==> config.mk <==
export PLATFORM = sky130hd
export DESIGN_NAME = bbn_div
export DESIGN_NICKNAME = d
export VERILOG_FILES = /design/src/design/bbn_pkg.sv /design/src/design/bbn_div.sv
export SDC_FILE = /design/constraint.sdc
export NUM_CORES = 1
export LEC_CHECK = 0
export BUFFER_PORTS_ARGS = -buffer_cell sky130_fd_sc_hd__buf_2
export CORE_UTILIZATION = 45
export CTS_BUF_LIST = sky130_fd_sc_hd__clkbuf_2 sky130_fd_sc_hd__clkbuf_4 sky130_fd_sc_hd__clkbuf_8
export DETAILED_ROUTE_END_ITERATION = 8
export MAX_ROUTING_LAYER = met4
export PLACE_DENSITY = 0.66
export SLEW_MARGIN = 10
export SYNTH_ARGS = -nofsm -noshare
export SYNTH_HDL_FRONTEND = slang
export SYNTH_SLANG_ARGS = --single-unit
==> constraint.sdc <==
create_clock -name clk -period 5.9 [get_ports clk]
set_input_delay 0.59 -clock clk [delete_from_list [all_inputs] [get_ports clk]]
set_output_delay 0.59 -clock clk [all_outputs]
set_load 0.05 [all_outputs]
==> src/design/bbn_pkg.sv <==
// ----------------------------------------------------------------------------
// Bounding box normalizer package
// Shared constants, register indexes, status codes and divider handshake types.
// ----------------------------------------------------------------------------
`default_nettype none

package bbn_pkg;

	localparam int unsigned BBN_STORE_DEPTH = 64;

	localparam int unsigned DIVIDEND_W = 64;
	localparam int unsigned DIVISOR_W  = 32;

	localparam logic [30:0] SIZE_RESET = 31'd65536;

	localparam logic [1:0] REG_SIZE_X = 2'd0;
	localparam logic [1:0] REG_SIZE_Y = 2'd1;
	localparam logic [1:0] REG_SIZE_Z = 2'd2;

	localparam logic [1:0] STATUS_OK       = 2'd0;
	localparam logic [1:0] STATUS_DEGEN    = 2'd1;
	localparam logic [1:0] STATUS_OVERFLOW = 2'd2;

	localparam logic KIND_POINT   = 1'b0;
	localparam logic KIND_HEIGHTS = 1'b1;

	typedef struct packed {
		logic                  start;
		logic [DIVIDEND_W-1:0] dividend;
		logic [DIVISOR_W-1:0]  divisor;
	} div_req_t;

	typedef struct packed {
		logic                  busy;
		logic                  done;
		logic [DIVIDEND_W-1:0] quotient;
	} div_rsp_t;

endpackage

`default_nettype wire

==> src/design/bbn_div.sv <==
// ----------------------------------------------------------------------------
// Bounding box normalizer divider
// Restoring unsigned divider, one quotient bit per cycle over the dividend width.
// ----------------------------------------------------------------------------
`default_nettype none

module bbn_div
	import bbn_pkg::*;
(
	input  logic     clk,
	input  logic     arst_n,
	input  div_req_t req,
	output div_rsp_t rsp
);

	localparam int unsigned CNT_W = $clog2(DIVIDEND_W);

	logic [DIVISOR_W-1:0]  divisor_q;
	logic [DIVISOR_W-1:0]  rem_q;
	logic [DIVIDEND_W-1:0] quo_q;
	logic [CNT_W-1:0]      cnt_q;
	logic                  busy_q;
	logic                  done_q;

	logic [DIVISOR_W:0] trial;
	logic [DIVISOR_W:0] diff;
	logic               fits;

	always_comb begin
		trial = {rem_q, quo_q[DIVIDEND_W-1]};
		diff  = trial - {1'b0, divisor_q};
		fits  = (trial >= {1'b0, divisor_q});
	end

	always_ff @(posedge clk or negedge arst_n) begin
		if (!arst_n) begin
			busy_q <= 1'b0;
			done_q <= 1'b0;
			cnt_q  <= '0;
		end else begin
			done_q <= 1'b0;
			if (req.start && !busy_q) begin
				busy_q <= 1'b1;
				cnt_q  <= '0;
			end else if (busy_q) begin
				cnt_q <= cnt_q + 1'b1;
				if (cnt_q == CNT_W'(DIVIDEND_W - 1)) begin
					busy_q <= 1'b0;
					done_q <= 1'b1;
				end
			end
		end
	end

	always_ff @(posedge clk) begin
		if (req.start && !busy_q) begin
			quo_q     <= req.dividend;
			rem_q     <= '0;
			divisor_q <= req.divisor;
		end else if (busy_q) begin
			quo_q <= {quo_q[DIVIDEND_W-2:0], fits};
			rem_q <= fits ? diff[DIVISOR_W-1:0] : trial[DIVISOR_W-1:0];
		end
	end

	assign rsp.busy     = busy_q;
	assign rsp.done     = done_q;
	assign rsp.quotient = quo_q;

endmodule

`default_nettype wire

==> flow_summary_export.csv <==
group,metric,value,unit
global_routing,grt_usage,0.222,
yosys,synthFlopType,"edfxtp_1",
timing,fmax,271,MHz
floorplanning,die_area,16300,um2
pwr,ir_worst_vdd,395,uV
yosys,synth.largest_area_cell,"edfxtp_1",
placement,hpwl,11500,um
yosys,synth-seq-area-share,0.524,
cts,clkTransAtPathRegs,0.08,ns
timing,setup_viol,0,
pwr,leakage,4.01,nW
pwr,p_comb_frac,0.522,
placement,numPortBuffers,164,
global_routing,grt_pass1_vias,5617,
layout,area_growth,20.4,%
timing,period_share,0.625,
cts,cts_buffer_depth,2,
placement,routabilityCongestion,0.834,
floorplanning,fp-row-count,45,
timing,finalClockSkew,0.0174,ns
layout,layout-drive-gt1-share,0.233,
pwr,pwr-share-clk,0.153,
timing,layout_setup_ws,2.21,ns
yosys,synth_fp_nets,880,
run,maxCapViolCount,0,
detailed_routing,wire_per_inst,14.7,um
floorplanning,fp.dieW,128,um
layout,instances_no_fill,1133,
timing,drv_slew,0,
cts,clk_latency,0.45,ns
yosys,synthMuxAreaShare,0.00423,
yosys,netlist_top_cells_area,"edfxtp_1, nand2_1, dfxtp_1",
pwr,intPower,0.00285,W
global_routing,grt_overflow_total,0,
floorplanning,boundaryPins,165,
global_routing,antenna_found_initial,1,
critical_path,setup.worst_path.start_class,"flop",
pwr,powerDensity,628,nW/um2
yosys,synth_simple_gate_area_share,0.182,
detailed_routing,drt-total-wl,16700,um
critical_path,endpoint_kind,"flop",
floorplanning,fp.dieH,128,um
layout,fillers,1457,
floorplanning,core_region_area,15300,um2
detailed_routing,dr.pass1.iters,5,
yosys,syn_inst,747,
cts,cts_tree,"yes",
yosys,netlist_area,7100,um2
detailed_routing,via_per_inst,5.13,
yosys,yosys.cell_types.count,58,
yosys,ys_seq_elements,136,
cts,htree_levels,4,
status,status,"completed",
critical_path,required,6.24,ns
critical_path,arrival,4.03,ns
detailed_routing,num_vias,5807,
pwr,p_switching,0.00251,W
critical_path,r2r_start,"divisor_q[10]$_DFFE_PP_",
global_routing,grt_first_pass_wirelength,27100,um
detailed_routing,drc,0,
timing,slew_headroom,0.343,
detailed_routing,ant_nets,0,
yosys,synth_top_family_by_area,"simple AND/OR/NAND/NOR gates",
cts,cts_hold_buf,1,
yosys,synth-xor-area-share,0.0333,
yosys,yosys.area.top_type_share,0.406,
layout,layout.nets,1041,
timing,period_needed,3.69,ns
yosys,synth_enable_flop_cells,96,
critical_path,cp_max_fo,38,
global_routing,grt_max_degree,68,
placement,post_dp_cell_area,8120,um2
timing,rsz0062_at_grt,"false",
timing,tightest_slew,0.985,ns
cts,cts_resized,0,
detailed_routing,drt_iter0_drc,383,
min_path,min_from,"req[17]",
placement,dp_slack,2.18,ns
cts,clock-sinks,136,
yosys,async_flop_share,0.0588,
cts,cts_buffers,17,
timing,hold_violations,0,
floorplanning,initial_core_util,0.464,
pwr,power_frac_seq,0.325,
cts,cts-root-buf,"clkbuf_8",
cts,post-cts-setup-buffers,0,
critical_path,path_class,"reg -> reg",
yosys,synth-adder-area-share,0.0610,
yosys,synth_common_cells,"nand2_1, edfxtp_1, o21ai_0, a21oi_1, inv_1",
pwr,p_sw_frac,0.468,
layout,final_area,8550,um2
min_path,min_path_type,"in -> reg",
yosys,synth.most_common_cell,"nand2_1",
timing,final.setup.tns,0,ns
yosys,syn_avg_cell_area,9.50,um2
placement,place_inst,1099,
critical_path,startpoint,"divisor_q[10]$_DFFE_PP_",
yosys,synth-compound-area-share,0.155,
yosys,ys_warn_count,0,
## per-layer routing
metal,global-route usage,up-vias,wire (um)
met4,0.0581,0,214
met3,0.0657,19,1130
li1,-,2928,-
met2,0.345,182,7710
met5,-,-,0
met1,0.283,2678,7640
## metrics by stage
step	util	power, W	hold slack, ns
finish	0.558	0.00536	0.309
global route	0.558	0.00575	0.275
CTS	0.558	0.00539	0.289
detailed placement	0.530	0.00455	0.443
global placement	0.530	0.00451	0.444
floorplan	-	0.00395	0.294
## cells in the final DEF (no fill, tap or decap), types with 6 or more instances in the layout
cell type and n:
a21o_1 17, a21oi_1 43, a22o_1 18, and3_1 7, buf_2 164, buf_4 7
clkbuf_8 17, dfrtp_1 8, dfxtp_1 32, edfxtp_1 96, ha_1 33, inv_1 38
nand2_1 233, nand2b_1 6, nand3_1 10, nor2_1 27, nor2b_1 6, o21ai_0 46
o31ai_1 8, xnor2_1 11, xor2_1 16
## final timing paths
path                                                 to  slack [ns]  cells past startpoint
worst max-delay path             rem_q[30]$_SDFFE_PP0P_        2.21                     12
worst min-delay path            divisor_q[17]$_DFFE_PP_        0.31                      1
worst max register to register   rem_q[30]$_SDFFE_PP0P_        2.21                     12
worst min register to register   rem_q[21]$_SDFFE_PP0P_        0.49                      2
max in group asynchronous              done_q$_DFF_PN0_        5.18                      2
min in group asynchronous          cnt_q[4]$_DFFE_PN0P_        0.54                      2
## power by group through the flow
stage | combinational [W] | sequential (W) | clock [W]
after floorplan | 0.00142 | 0.00253 | 0
after global placement | 0.00276 | 0.00176 | 0
after detailed placement | 0.00280 | 0.00175 | 0
after CTS | 0.00281 | 0.00174 | 0.000836
after global routing | 0.00308 | 0.00180 | 0.000878
final | 0.00280 | 0.00175 | 0.000820
## state kept, by name, summed over array words and instances, names as in the netlist
name and cells:
done_q 1, busy_q 1, quo_q 64, cnt_q 6, divisor_q 32, rem_q 32
## cells by family after synthesis
group	after synthesis
mux	3
flops	136
buf+inv	71
simple gates	311
fa+ha+maj	34
compound gates	165
xor+xnor	27
## critical path: stages (launching register included)
cell,delay (ns)
edfxtp_1,0.33
inv_1,0.04
ha_1,0.36
a211oi_1,0.23
o21ai_0,0.13
a41oi_1,0.32
nand2_2,0.14
a31oi_2,0.25
a311oi_4,0.17
a31oi_4,0.84
buf_4,0.40
o31ai_1,0.12
a221o_1,0.26
## cell type report
class                      count  area, um2  area share
timing repair buffer         172        883       0.103
inverter                      41        155      0.0182
antenna                        1       2.50    0.000293
clock inverter                13        168      0.0196
tap                          211        264      0.0309
sequential                   136       3720       0.436
multi-input combinational    540       3100       0.363
clock buffer                  19        249      0.0291
(Power assumes the default switching activity.)
